$ cat config.mk
export PLATFORM = sky130hd
export DESIGN_NAME = tbt_div_cell
export DESIGN_NICKNAME = d
export VERILOG_FILES = /design/src/rtl/assert_macros.svh /design/src/rtl/tbt_pkg.sv /design/src/rtl/tbt_div_cell.sv
export SDC_FILE = /design/constraint.sdc
export NUM_CORES = 1
export LEC_CHECK = 0
export ABC_AREA = 1
export BUFFER_PORTS_ARGS = -buffer_cell sky130_fd_sc_hd__buf_2
export CAP_MARGIN = 15
export CORE_UTILIZATION = 49
export CTS_BUF_LIST = sky130_fd_sc_hd__clkbuf_8
export DETAILED_ROUTE_END_ITERATION = 16
export GPL_ROUTABILITY_DRIVEN = 0
export HOLD_SLACK_MARGIN = 0.06
export PLACE_DENSITY_LB_ADDON = 0.15
export SLEW_MARGIN = 40
export SYNTH_ARGS = -nofsm -noshare
export SYNTH_HDL_FRONTEND = slang
export SYNTH_SLANG_ARGS = --single-unit
$ cat constraint.sdc
create_clock -name clock -period 2.4 [get_ports clock]
set_input_delay 0.36 -clock clock [delete_from_list [all_inputs] [get_ports clock]]
set_output_delay 0.36 -clock clock [all_outputs]
set_load 0.1 [all_outputs]
$ cat src/rtl/assert_macros.svh
// Assertion macros shared by the thermistor conversion RTL.
`ifndef ASSERT_MACROS_SVH
`define ASSERT_MACROS_SVH
`ifndef SYNTHESIS
`define TBT_ASSERT_IMP(lbl, clk, rst, ante, cons, msg) \
   lbl: assert property (@(posedge clk) disable iff (rst) (ante) |-> (cons)) else $error(msg);
`define TBT_ASSERT_NXT(lbl, clk, rst, ante, cons, msg) \
   lbl: assert property (@(posedge clk) disable iff (rst) (ante) |=> (cons)) else $error(msg);
`else
`define TBT_ASSERT_IMP(lbl, clk, rst, ante, cons, msg)
`define TBT_ASSERT_NXT(lbl, clk, rst, ante, cons, msg)
`endif
`endif

$ cat src/rtl/tbt_pkg.sv
// Types, constants and helper functions for the thermistor conversion pipeline.
package tbt_pkg;

   localparam int ADC_BITS_DEF = 10;
   localparam int LOG_W        = 20;
   localparam int FRAC_W       = 24;
   localparam int LOG_STEPS    = 24;
   localparam int DIV_STEPS    = 24;
   localparam int DD_W         = 48;
   localparam int TC_W         = 24;
   localparam int CSR_IDX_W    = 3;
   localparam int CSR_DATA_W   = 20;

   localparam logic [29:0] LN2_Q30   = 30'd744261118;
   localparam logic [TC_W-1:0] TC_CAP = 24'd10000000;
   localparam logic [31:0] RECIP5    = 32'hCCCCCCCD;
   localparam int ZERO_C_CK   = 27315;
   localparam int F_OFFSET    = 3200;
   localparam int OUT_MAX     = 100000;
   localparam int OUT_MIN     = -100000;

   // Register indexes of the configuration port
   localparam logic [CSR_IDX_W-1:0] REG_BETA    = 3'd0;
   localparam logic [CSR_IDX_W-1:0] REG_R0      = 3'd1;
   localparam logic [CSR_IDX_W-1:0] REG_T0      = 3'd2;
   localparam logic [CSR_IDX_W-1:0] REG_RB      = 3'd3;
   localparam logic [CSR_IDX_W-1:0] REG_PULLUP  = 3'd4;
   localparam logic [CSR_IDX_W-1:0] REG_UNIT    = 3'd5;

   // Output unit codes
   localparam logic [1:0] UNIT_KELVIN  = 2'd0;
   localparam logic [1:0] UNIT_CELSIUS = 2'd1;
   localparam logic [1:0] UNIT_FAHR    = 2'd2;

   typedef struct packed {
      logic valid;
      logic bad;
   } tbt_ctl_type;

   // One operand of the log2 chain: exponent, mantissa and fraction bits so far
   typedef struct packed {
      logic [4:0]        e;
      logic [31:0]       m;
      logic [FRAC_W-1:0] f;
   } tbt_log_type;

   // One item in the division chain
   typedef struct packed {
      logic [DD_W-1:0] rem;
      logic [TC_W-1:0] xlo;
      logic [TC_W-1:0] q;
      logic [DD_W-1:0] dvs;
      logic            cap;
   } tbt_div_type;

   // Find the top set bit and left-align the value as a Q1.31 mantissa.
   function automatic tbt_log_type log_norm(input logic [LOG_W-1:0] x);
      tbt_log_type r;
      logic [4:0]  e;
      e = 5'd0;
      for (int i = 0; i < LOG_W; i++) begin
         if (x[i]) begin
            e = 5'(i);
         end
      end
      r.e = e;
      r.m = 32'(x) << (5'd31 - e);
      r.f = '0;
      return r;
   endfunction

endpackage

$ cat src/rtl/tbt_div_cell.sv
// One restoring division step: yields one quotient bit per cell.
module tbt_div_cell (
   input  logic                 clock,
   input  logic                 en,
   input  tbt_pkg::tbt_div_type d_in,
   output tbt_pkg::tbt_div_type d_out
);

   logic [tbt_pkg::DD_W-1:0] t;
   logic                     ge;
   tbt_pkg::tbt_div_type     d_ff;
   tbt_pkg::tbt_div_type     d_in_nxt;

   // Shift in the next dividend bit and subtract the divisor when it fits.
   always_comb begin
      t            = {d_in.rem[tbt_pkg::DD_W-2:0], d_in.xlo[tbt_pkg::TC_W-1]};
      ge           = (t >= d_in.dvs);
      d_in_nxt.rem = ge ? (t - d_in.dvs) : t;
      d_in_nxt.xlo = {d_in.xlo[tbt_pkg::TC_W-2:0], 1'b0};
      d_in_nxt.q   = {d_in.q[tbt_pkg::TC_W-2:0], ge};
      d_in_nxt.dvs = d_in.dvs;
      d_in_nxt.cap = d_in.cap;
   end

   always_ff @(posedge clock) begin
      if (en) begin
         d_ff <= d_in_nxt;
      end
   end

   assign d_out = d_ff;

endmodule

# Yosys cells after proc, flatten, opt, wreduce, memory -nomap -nowiden
# Index checks and enable logic that the tools add are counted.
# op_classes
n_addsub	1
multipliers	0
div_mod_pow	0
n_lt_le_gt_ge	1
eq_ne	0
shift	0
n_mux	1
bitwise_logic	0
n_reduce_logical	0
# op_table
operator	count
$ge 48x48->1	1
$mux 48	1
$sub 48x48->48	1
# totals
register_bits	144
latchBits	0
ramBits	0
rom_bits	0
in_bits	147
out_inout_bits	145
elab_cells	8
n_memories	0

# Longest topological paths before layout
# depth
depth_word	2
mapped_depth	16
depth_no_buf	15

# Worst setup path after synthesis
# No wires, ideal clock.
# synth_path
path_type	input to register
startpoint	input port d_in[96] (netlist name)
endpoint	register d_ff, in the netlist d_out[106] (data pin)
setup_time_ns	0.256
t_arrival_ns	2.010
t_required_ns	2.144
slack_ns	0.135
stages	15
n_path_buf	2
cell_sequence	inv_1 ha_1 fa_1 inv_1 nand2_1 nand2_1 nand3_1 nand2_1 nand2_1 nand2_2 nand2_2 nand4_2 buf_6 buf_4 o21ai_1
# synth_rtl
element	line	rtl
start: declaration	tbt_div_cell.sv:5	input tbt_pkg::tbt_div_type d_in,
end signal: assignment	tbt_div_cell.sv:27	d_ff <= d_in_nxt;
end: declaration	tbt_div_cell.sv:11	tbt_pkg::tbt_div_type d_ff;

==> results by group <==
Synthesis
  – Syn Inst Count: 1272
  – Netlist Area Pre-Place: 9563 um^2
  – Commonest cells in the netlist: nand2_1, inv_1, edfxtp_1
  – Yosys Warn Count: 0
  – Synth area leader: edfxtp_1
  – Post-synthesis sequential area ratio: 0.4522
  – Most frequent cell after synthesis: nand2_1
  – Synth unique cells: 33
  – Syn avg cell area: 7.518 um^2
  – Syn nets: 1468
  – Flops & latches, synth: 144
  – Async SR Flop Fraction: 0
  – Share of the synthesized area in the top cell type: 0.4522
  – Count of flip-flops with a built-in enable after synthesis: 144
  – Top cells by area, synth: edfxtp_1, nand2_1, inv_1
  – Ys flop type: edfxtp_1

Placed design
  – PortBufs: 288
  – Placed inst area: 12070 um^2
  – Pre-CTS WS: -129.6 ps
  – HPWL Detailed: 22.02 mm

Floorplanning
  – Ports: 292
  – Std-Cell Rows: 50
  – Area of the die: 20080 um^2
  – Die height: 141.7 um
  – Initial core utilization: 0.5062
  – Chip Width: 141.7 um
  – Core area: 18890 um^2

Global routing
  – Grt total ovfl: 0
  – First-pass GRT wire length: 43.01 mm
  – Initial antenna violation count: 1
  – Largest net degree at the start of global routing: 43
  – Vias in the first global route: 8974
  – GRT Total Usage: 0.2783

Clocking
  – H-tree levels: 4
  – Hold buffers post-CTS: 22
  – # resized after CTS: 0
  – TritonCTS Buffers: 17
  – Total setup buffers inserted after CTS: 0
  – CTS tree: done
  – Root Buffer: clkbuf_8
  – TritonCTS Sinks: 144
  – Clk slew on worst S/H paths: 90 ps
  – Longest Clk Path Bufs: 2

Worst setup path
  – Critical path class: in2reg
  – Arr. time, crit path: 2320 ps
  – CP Max Fanout: 6
  – Worst Path Required: 2610 ps
  – CP startpoint: d_in[36]
  – Critical Path Start Type: input port
  – Nature of the critical path endpoint: flip-flop

STA
  – Final period util: 0.8784
  – Final setup viols: 0
  – Final Hold Fails: 0
  – Fmax achieved: 474.4 MHz
  – Worst rel slew slack: 0.6512
  – RSZ-0062 raised after global routing: no
  – Slack of the critical path: 291.9 ps
  – Slew @ Worst Pin: 526.9 ps
  – Setup TNS: 0 ps
  – Crit path time final: 2108 ps
  – Final slew viol count: 0

Routing
  – Detailed Routing Iterations Pass 1: 5
  – Routed vias/inst: 4.718
  – Wire per inst: 14.05 um
  – DRT antenna net count: 0
  – Number of DRC markers in iteration 0: 548
  – Via Count: 9295
  – Post-Route WL: 27.69 mm
  – DRC: 0

Cells and area
  – Area grow syn2layout: 33.30%
  – Max reg flops: 144
  – Final core occ: 0.6747
  – Nets: 1893
  – Share of cells above drive strength 1: 0.2657
  – Post-Layout Inst Area: 12750 um^2

Power and ir drop
  – Worst vdd ir: 0.3914 mV
  – Leak: 6.995 nW
  – PwrDens: 698.6 nW/um^2
  – Total power: 8.905 mW

Worst hold path
  – Hold wc startpoint: d_in[80]
  – HP Class: in2reg

Run status
  – Outcome: complete, no violations

Job
  – Max cap viols: 0
-- per-stage QoR --
| stage | std cells | hold WS (ps) |
|---|---|---|
| after floorplan | 1272 | 458.9 |
| after global placement | 1909 | 536.9 |
| after detailed placement | 1909 | 538.1 |
| after CTS | 1962 | 60.88 |
| after global routing | 1970 | 61.12 |
| final | 1970 | 80.89 |
-- per-layer routing --
layer | global-route usage | vias up | routed length, um
met2 | 0.4786 | 314 | 13160
met5 | 0 | - | 0
met1 | 0.3367 | 4142 | 11650
met4 | 0.1205 | 0 | 878
li1 | - | 4775 | -
met3 | 0.05872 | 64 | 1998
-- kinds of logic (layout without fill, tap and decap cells) --
kind of cell    after synthesis  in the layout  synth area share
xor+xnor                     25             25           0.02290
compound gates               56             56           0.02983
fa+ha+maj                    49             49           0.06490
simple gates                671            671            0.2954
flops                       144            144            0.4522
buf+inv                     326            763            0.1344
other cells                   1              2         0.0003921
-- power by group --
group | total [mW] | leakage (nW) | internal [mW] | switching (mW)
Sequential | 3.13 | 1.41 | 3.07 | 0.0566
Clock | 1.93 | 0.182 | 0.850 | 1.08
Combinational | 3.85 | 5.40 | 0.903 | 2.94
-- area by class of cell --
type,count,area [um^2]
repair buffers,422,2589
flip-flops and latches,144,4324
diodes,1,2.502
well taps,260,325.3
clock buffers,17,234.0
inverters,310,1164
fillers,1725,6146
clock inverters,14,146.4
multi-input cells,802,3963
-- cells in the final DEF, fill, tap and decap left out, types with 3 or more instances in the layout --
cell / instances
a21oi_1: 28
buf_12: 5
buf_2: 287
buf_4: 100
clkbuf_8: 17
clkinvlp_4: 4
dlygate4sd3_1: 29
edfxtp_1: 144
ha_1: 48
inv_1: 307
inv_2: 3
inv_6: 5
inv_8: 3
nand2_1: 457
nand2_2: 6
nand3_1: 53
nand3_2: 11
nand3b_1: 3
nand4_1: 36
nor2_1: 88
nor2_2: 6
nor3_1: 3
o21ai_1: 25
xor2_1: 24
-- critical path: stages --
cell and delay, ps:
buf_2 90, inv_1 50, ha_1 370, nand2_1 140, inv_1 60, nand2_1 70, nand2_1 60, nand2_1 60
nand2_1 60, a21oi_1 180, buf_4 160, nand4_4 190, buf_4 200, nand3_1 150, nand2_1 100
-- worst paths after layout --
path / end / slack [ps] / cells past startpoint
max: d_out[129] / 290 / 15
min: d_out[81] / 80 / 1
Note: power is estimated with default switching activity, not from simulation.
