--- src/rtl/assert_macros.svh ---
// Assertion macros shared by the thermistor conversion RTL.
`ifndef ASSERT_MACROS_SVH
`define ASSERT_MACROS_SVH
`ifndef SYNTHESIS
`define TBT_ASSERT_IMP(lbl, clk, rst, ante, cons, msg) \
   lbl: assert property (@(posedge clk) disable iff (rst) (ante) |-> (cons)) else $error(msg);
`define TBT_ASSERT_NXT(lbl, clk, rst, ante, cons, msg) \
   lbl: assert property (@(posedge clk) disable iff (rst) (ante) |=> (cons)) else $error(msg);
`else
`define TBT_ASSERT_IMP(lbl, clk, rst, ante, cons, msg)
`define TBT_ASSERT_NXT(lbl, clk, rst, ante, cons, msg)
`endif
`endif

--- src/rtl/tbt_pkg.sv ---
// Types, constants and helper functions for the thermistor conversion pipeline.
package tbt_pkg;

   localparam int ADC_BITS_DEF = 10;
   localparam int LOG_W        = 20;
   localparam int FRAC_W       = 24;
   localparam int LOG_STEPS    = 24;
   localparam int DIV_STEPS    = 24;
   localparam int DD_W         = 48;
   localparam int TC_W         = 24;
   localparam int CSR_IDX_W    = 3;
   localparam int CSR_DATA_W   = 20;

   localparam logic [29:0] LN2_Q30   = 30'd744261118;
   localparam logic [TC_W-1:0] TC_CAP = 24'd10000000;
   localparam logic [31:0] RECIP5    = 32'hCCCCCCCD;
   localparam int ZERO_C_CK   = 27315;
   localparam int F_OFFSET    = 3200;
   localparam int OUT_MAX     = 100000;
   localparam int OUT_MIN     = -100000;

   // Register indexes of the configuration port
   localparam logic [CSR_IDX_W-1:0] REG_BETA    = 3'd0;
   localparam logic [CSR_IDX_W-1:0] REG_R0      = 3'd1;
   localparam logic [CSR_IDX_W-1:0] REG_T0      = 3'd2;
   localparam logic [CSR_IDX_W-1:0] REG_RB      = 3'd3;
   localparam logic [CSR_IDX_W-1:0] REG_PULLUP  = 3'd4;
   localparam logic [CSR_IDX_W-1:0] REG_UNIT    = 3'd5;

   // Output unit codes
   localparam logic [1:0] UNIT_KELVIN  = 2'd0;
   localparam logic [1:0] UNIT_CELSIUS = 2'd1;
   localparam logic [1:0] UNIT_FAHR    = 2'd2;

   typedef struct packed {
      logic valid;
      logic bad;
   } tbt_ctl_type;

   // One operand of the log2 chain: exponent, mantissa and fraction bits so far
   typedef struct packed {
      logic [4:0]        e;
      logic [31:0]       m;
      logic [FRAC_W-1:0] f;
   } tbt_log_type;

   // One item in the division chain
   typedef struct packed {
      logic [DD_W-1:0] rem;
      logic [TC_W-1:0] xlo;
      logic [TC_W-1:0] q;
      logic [DD_W-1:0] dvs;
      logic            cap;
   } tbt_div_type;

   // Find the top set bit and left-align the value as a Q1.31 mantissa.
   function automatic tbt_log_type log_norm(input logic [LOG_W-1:0] x);
      tbt_log_type r;
      logic [4:0]  e;
      e = 5'd0;
      for (int i = 0; i < LOG_W; i++) begin
         if (x[i]) begin
            e = 5'(i);
         end
      end
      r.e = e;
      r.m = 32'(x) << (5'd31 - e);
      r.f = '0;
      return r;
   endfunction

endpackage

--- src/rtl/tbt_log_cell.sv ---
// One squaring step of the log2 chain: yields one fraction bit per cell.
module tbt_log_cell (
   input  logic                 clock,
   input  logic                 en,
   input  tbt_pkg::tbt_log_type d_in,
   output tbt_pkg::tbt_log_type d_out
);

   logic [63:0]          sq;
   logic [32:0]          t;
   tbt_pkg::tbt_log_type d_ff;
   tbt_pkg::tbt_log_type d_in_nxt;

   // Square the mantissa; a carry into bit 32 is the next fraction bit.
   always_comb begin
      sq         = 64'(d_in.m) * 64'(d_in.m);
      t          = sq[63:31];
      d_in_nxt.e = d_in.e;
      d_in_nxt.m = t[32] ? t[32:1] : t[31:0];
      d_in_nxt.f = {d_in.f[tbt_pkg::FRAC_W-2:0], t[32]};
   end

   always_ff @(posedge clock) begin
      if (en) begin
         d_ff <= d_in_nxt;
      end
   end

   assign d_out = d_ff;

endmodule

--- config.mk ---
export PLATFORM = sky130hd
export DESIGN_NAME = tbt_log_cell
export DESIGN_NICKNAME = d
export VERILOG_FILES = /design/src/rtl/assert_macros.svh /design/src/rtl/tbt_pkg.sv /design/src/rtl/tbt_log_cell.sv
export SDC_FILE = /design/constraint.sdc
export NUM_CORES = 2
export LEC_CHECK = 0
export ABC_AREA = 0
export ABC_CLOCK_PERIOD_IN_PS = 13950
export BUFFER_PORTS_ARGS = -buffer_cell sky130_fd_sc_hd__buf_2
export CORE_ASPECT_RATIO = 0.8
export CORE_MARGIN = 4
export CORE_UTILIZATION = 62
export CTS_BUF_LIST = sky130_fd_sc_hd__clkbuf_16
export DETAILED_ROUTE_END_ITERATION = 10
export GPL_TIMING_DRIVEN = 0
export HOLD_SLACK_MARGIN = 0.08
export PLACE_DENSITY = 0.8
export SYNTH_ARGS = -nofsm -noshare
export SYNTH_HDL_FRONTEND = slang
export SYNTH_SLANG_ARGS = --single-unit
--- constraint.sdc ---
create_clock -name clock -period 13.95 [get_ports clock]
set_clock_uncertainty 0.15 [all_clocks]
set_input_delay 4.185 -clock clock [delete_from_list [all_inputs] [get_ports clock]]
set_output_delay 4.185 -clock clock [all_outputs]
set_load 0.005 [all_outputs]
# Word level (Yosys, flattened, before mapping)
# Index checks and enable logic that the tools add are counted.
[classes] n_mul=1 n_mux=1
[ops] op="32-bit by 32-bit multiplier with 64-bit output" n=1
[ops] op="31-bit two-way mux" n=1
[word_totals] register_bits=61 out_inout_bits=61 wordCells=6

# Longest topological paths before layout
[logic_depth] word_depth=2 mapped_depth=30 depth_no_buf=26

# Worst setup path after synthesis
# Ideal clock, no wire load.
[synth_timing] path_kind="input port to flip-flop" start="input port d_in[47] (netlist name)" end="register d_ff, in the netlist d_out[29] (data pin)" setup_time_ns=0.260 t_arrival_ns=11.536 required_time_ns=13.540 path_slack_ns=2.003 stages=26 path_buffers=4 cell_sequence="clkbuf_1 > clkbuf_1 > nand2_1 > fa_1 > inv_1 > fa_1 > fa_1 > inv_1 > fa_1 > inv_1 > fa_1 > fa_1 > fa_1 > fa_1 > ha_1 > and3_1 > and4_1 > o211ai_1 > a311oi_1 > o21ai_1 > o211a_1 > o21a_4 > or3_1 > buf_6 > buf_12 > mux2_4"
[synth_lines] item="start, declared" line_no="tbt_log_cell.sv:5" text="input tbt_pkg::tbt_log_type d_in,"
[synth_lines] item="end signal, assigned" line_no="tbt_log_cell.sv:25" text="d_ff <= d_in_nxt;"
[synth_lines] item="end, declared" line_no="tbt_log_cell.sv:11" text="tbt_pkg::tbt_log_type d_ff;"

==> summary.log <==
INFO  critical_path  worst_setup_path_type=primary input to register
INFO  critical_path  timing.critical_path.arrival=13.70ns
INFO  cells_and_area multiInputGateArea=25600um2
INFO  timing         report.final.slew_viol_count=0
INFO  die            die-width=261um
INFO  critical_path  critical_path.max_fanout=10
INFO  synth          synth-edff-count=61
INFO  cells_and_area ff_latch_area=1830um2
INFO  global_routing grt_pass1_wl=145mm
INFO  timing         rsz0062_at_grt=false
INFO  synth          synth_flop_cell=sky130_fd_sc_hd__edfxtp_1
INFO  placed_design  place.detailed.hpwl=79.6mm
INFO  cells_and_area nNetsFinal=4567
INFO  clock_tree     cts_buffers=9
INFO  drt            drt_wl_total=94.7mm
INFO  drt            wl_per_cell=23.1um
INFO  cells_and_area layout-drive-gt1-share=0.0553
INFO  clock_tree     cts.path.max_buffers=2
INFO  global_routing groute.usage.overall=0.357
INFO  synth          synth_unique_cells=67
INFO  die            rows=73
INFO  synth          syn_area_per_cell=9.63um2
INFO  cells_and_area mostFrequentLayoutCell=sky130_fd_sc_hd__inv_1
INFO  critical_path  slowest_stage=sky130_fd_sc_hd__clkbuf_1
INFO  critical_path  critical_path.startpoint_type=primary input
INFO  timing         final_hold_viol_count=0
INFO  clock_tree     cts_hold_buffers=0
INFO  synth          synth_seq_area_share=0.0578
INFO  timing         setup_tns=0ns
INFO  die            effective_utilization_at_floorplan=0.632
INFO  global_routing pin_count_of_the_biggest_net_entering_global_routing=62
INFO  synth          mappedNetlistNets=4443
INFO  die            die_height=210um
INFO  critical_path  category_of_the_worst_setup_path_capture_point=register
INFO  drt            drcViolationCount=0
INFO  timing         post-route-period-util=0.989
INFO  run            cap_viol_max_count=0
INFO  clock_tree     ctsResizeCount=0
INFO  drt            first_iter_violations=2289
INFO  synth          ys_async_sr_fraction=0
INFO  die            placeableCoreArea=50100um2
INFO  die            io-pin-count=124
INFO  clock_tree     clk_pin_slew_worst_paths=0.05ns
INFO  synth          yosys_warnings=0
INFO  critical_path  cp_data_required_time=13.86ns
INFO  cells_and_area area_delta_synth_final=5.63%
INFO  cells_and_area fill_cells=4051
INFO  synth          mappedNetlistArea=31700um2
INFO  clock_tree     clock_tree.htree_level_count=3
INFO  timing         setup_viol_count_final=0
INFO  critical_path  cpMostUsedCell=sky130_fd_sc_hd__fa_1
INFO  timing         min_period=13.79ns
INFO  drt            post_dr_vias_cell=5.72
INFO  drt            firstDrtPassIters=6
INFO  synth          postSynthRegisterBits=61
INFO  clock_tree     cts_tree=built
INFO  synth          syn-instance-count=3289
INFO  placed_design  routabilityCongestion=1.04
INFO  timing         worst-slew-pin-transition=1.35ns
INFO  timing         max_clock_freq=72.5MHz
INFO  cells_and_area most_frequent_cells_in_the_layout=sky130_fd_sc_hd__inv_1, sky130_fd_sc_hd__fa_1, sky130_fd_sc_hd__ha_1
INFO  critical_path  critical_path.max_stage_delay=0.82ns
INFO  global_routing grt_pass1_vias=25134
INFO  status         run_status=finished clean
INFO  clock_tree     cts_post_setup_buffers_inserted=0
INFO  placed_design  port-buffer-count=118
INFO  die            floorplan.die_area=54800um2
INFO  drt            detail-route-antenna-nets=0
INFO  cells_and_area largest_register_ff_count=61
INFO  timing         max_slew_margin=0.0971
INFO  min_path       timing.hold.worst.class=primary input to register
INFO  clock_tree     ctsRootBufferMaster=sky130_fd_sc_hd__clkbuf_16
INFO  drt            routed-via-count=23427
INFO  clock_tree     clock_sink_count=61
INFO  global_routing globalRoute.totalOverflow=0
INFO  global_routing antenna_found_initial=6
[worst paths after layout]
path / startpoint / slack [ns] / end / depth (start not counted)
worst max-delay path: d_in[48] / 0.16 / d_out[30] / 26
worst min-delay path: d_in[21] / 3.89 / d_out[22] / 1
[routing by layer]
layer / vias up / global-route usage / wire length, um
met2: 1429 / 0.537 / 41400
met5: - / 0 / 34
met1: 11741 / 0.473 / 34700
li1: 9897 / - / -
met4: 4 / 0.168 / 5950
met3: 356 / 0.119 / 12700
[final cells by class]
class / count / area share
Inverter: 987 / 0.111
Tap cell: 675 / 0.0252
Buffer: 119 / 0.0163
Timing Repair Buffer: 118 / 0.0177
Multi-Input combinational cell: 2117 / 0.766
Antenna cell: 5 / 0.000374
Clock inverter: 6 / 0.00236
Sequential cell: 61 / 0.0548
Clock buffer: 9 / 0.00673
[critical path: cells and delay by family]
kind	cells	cell delay (ns)
muxes	1	0.31
and+or+nand+nor	4	1.33
adders and majority gates	9	4.34
AOI/OAI and AO/OA	4	1.30
buffers and inverters	8	2.21
[kinds of logic after synthesis]
group | count (synthesis) | share of synthesized area
AOI/OAI and AO/OA | 238 | 0.0508
muxes | 30 | 0.0120
and+or+nand+nor | 683 | 0.107
buffers and inverters | 1111 | 0.133
DFF | 61 | 0.0578
xor gates and xnor gates | 75 | 0.0207
adders and majority gates | 1091 | 0.619
[cell usage after synthesis, drive strengths merged, types with 3 or more instances]
cell type	number	area [um2]
a41oi	3	26.3
nand3	8	40.0
a221oi	5	50.0
mux2	18	259
fa	791	15800
mux2i	12	120
a31o	11	96.3
and4	4	35.0
or2	6	37.5
a211o	4	35.0
clkbuf	117	439
and3	6	37.5
buf	7	78.8
nor4	5	31.3
xor2	34	298
o21ai	32	160
nor2b	9	56.3
nor3	15	80.1
a21o	37	278
nor2	62	233
a21oi	66	330
nand2	294	1100
nand4	19	119
a211oi	5	37.5
or3	4	25.0
o21bai	17	128
nand3b	3	22.5
a31oi	9	56.3
o211ai	11	82.6
nor3b	4	30.0
xnor2	41	359
and2	236	1480
o21a	7	60.1
edfxtp	61	1830
o31ai	7	52.6
nand2b	5	31.3
inv	986	3700
ha	300	3750
[metrics by stage]
step                 util  hold WS [ns]  setup WS [ns]  cell area, um2  cells
floorplan               -          4.13           2.00           31700   3289
global placement    0.660          4.21        -0.0670           33100   4082
detailed placement  0.660          4.21         -0.241           33100   4082
CTS                 0.666          3.88         0.0772           33400   4097
global route        0.667          3.87         0.0352           33400   4092
finish              0.667          3.89          0.157           33500   4097
Power is not shown: default switching activity piles up to over one toggle a cycle in this logic, so the estimate is an artifact.
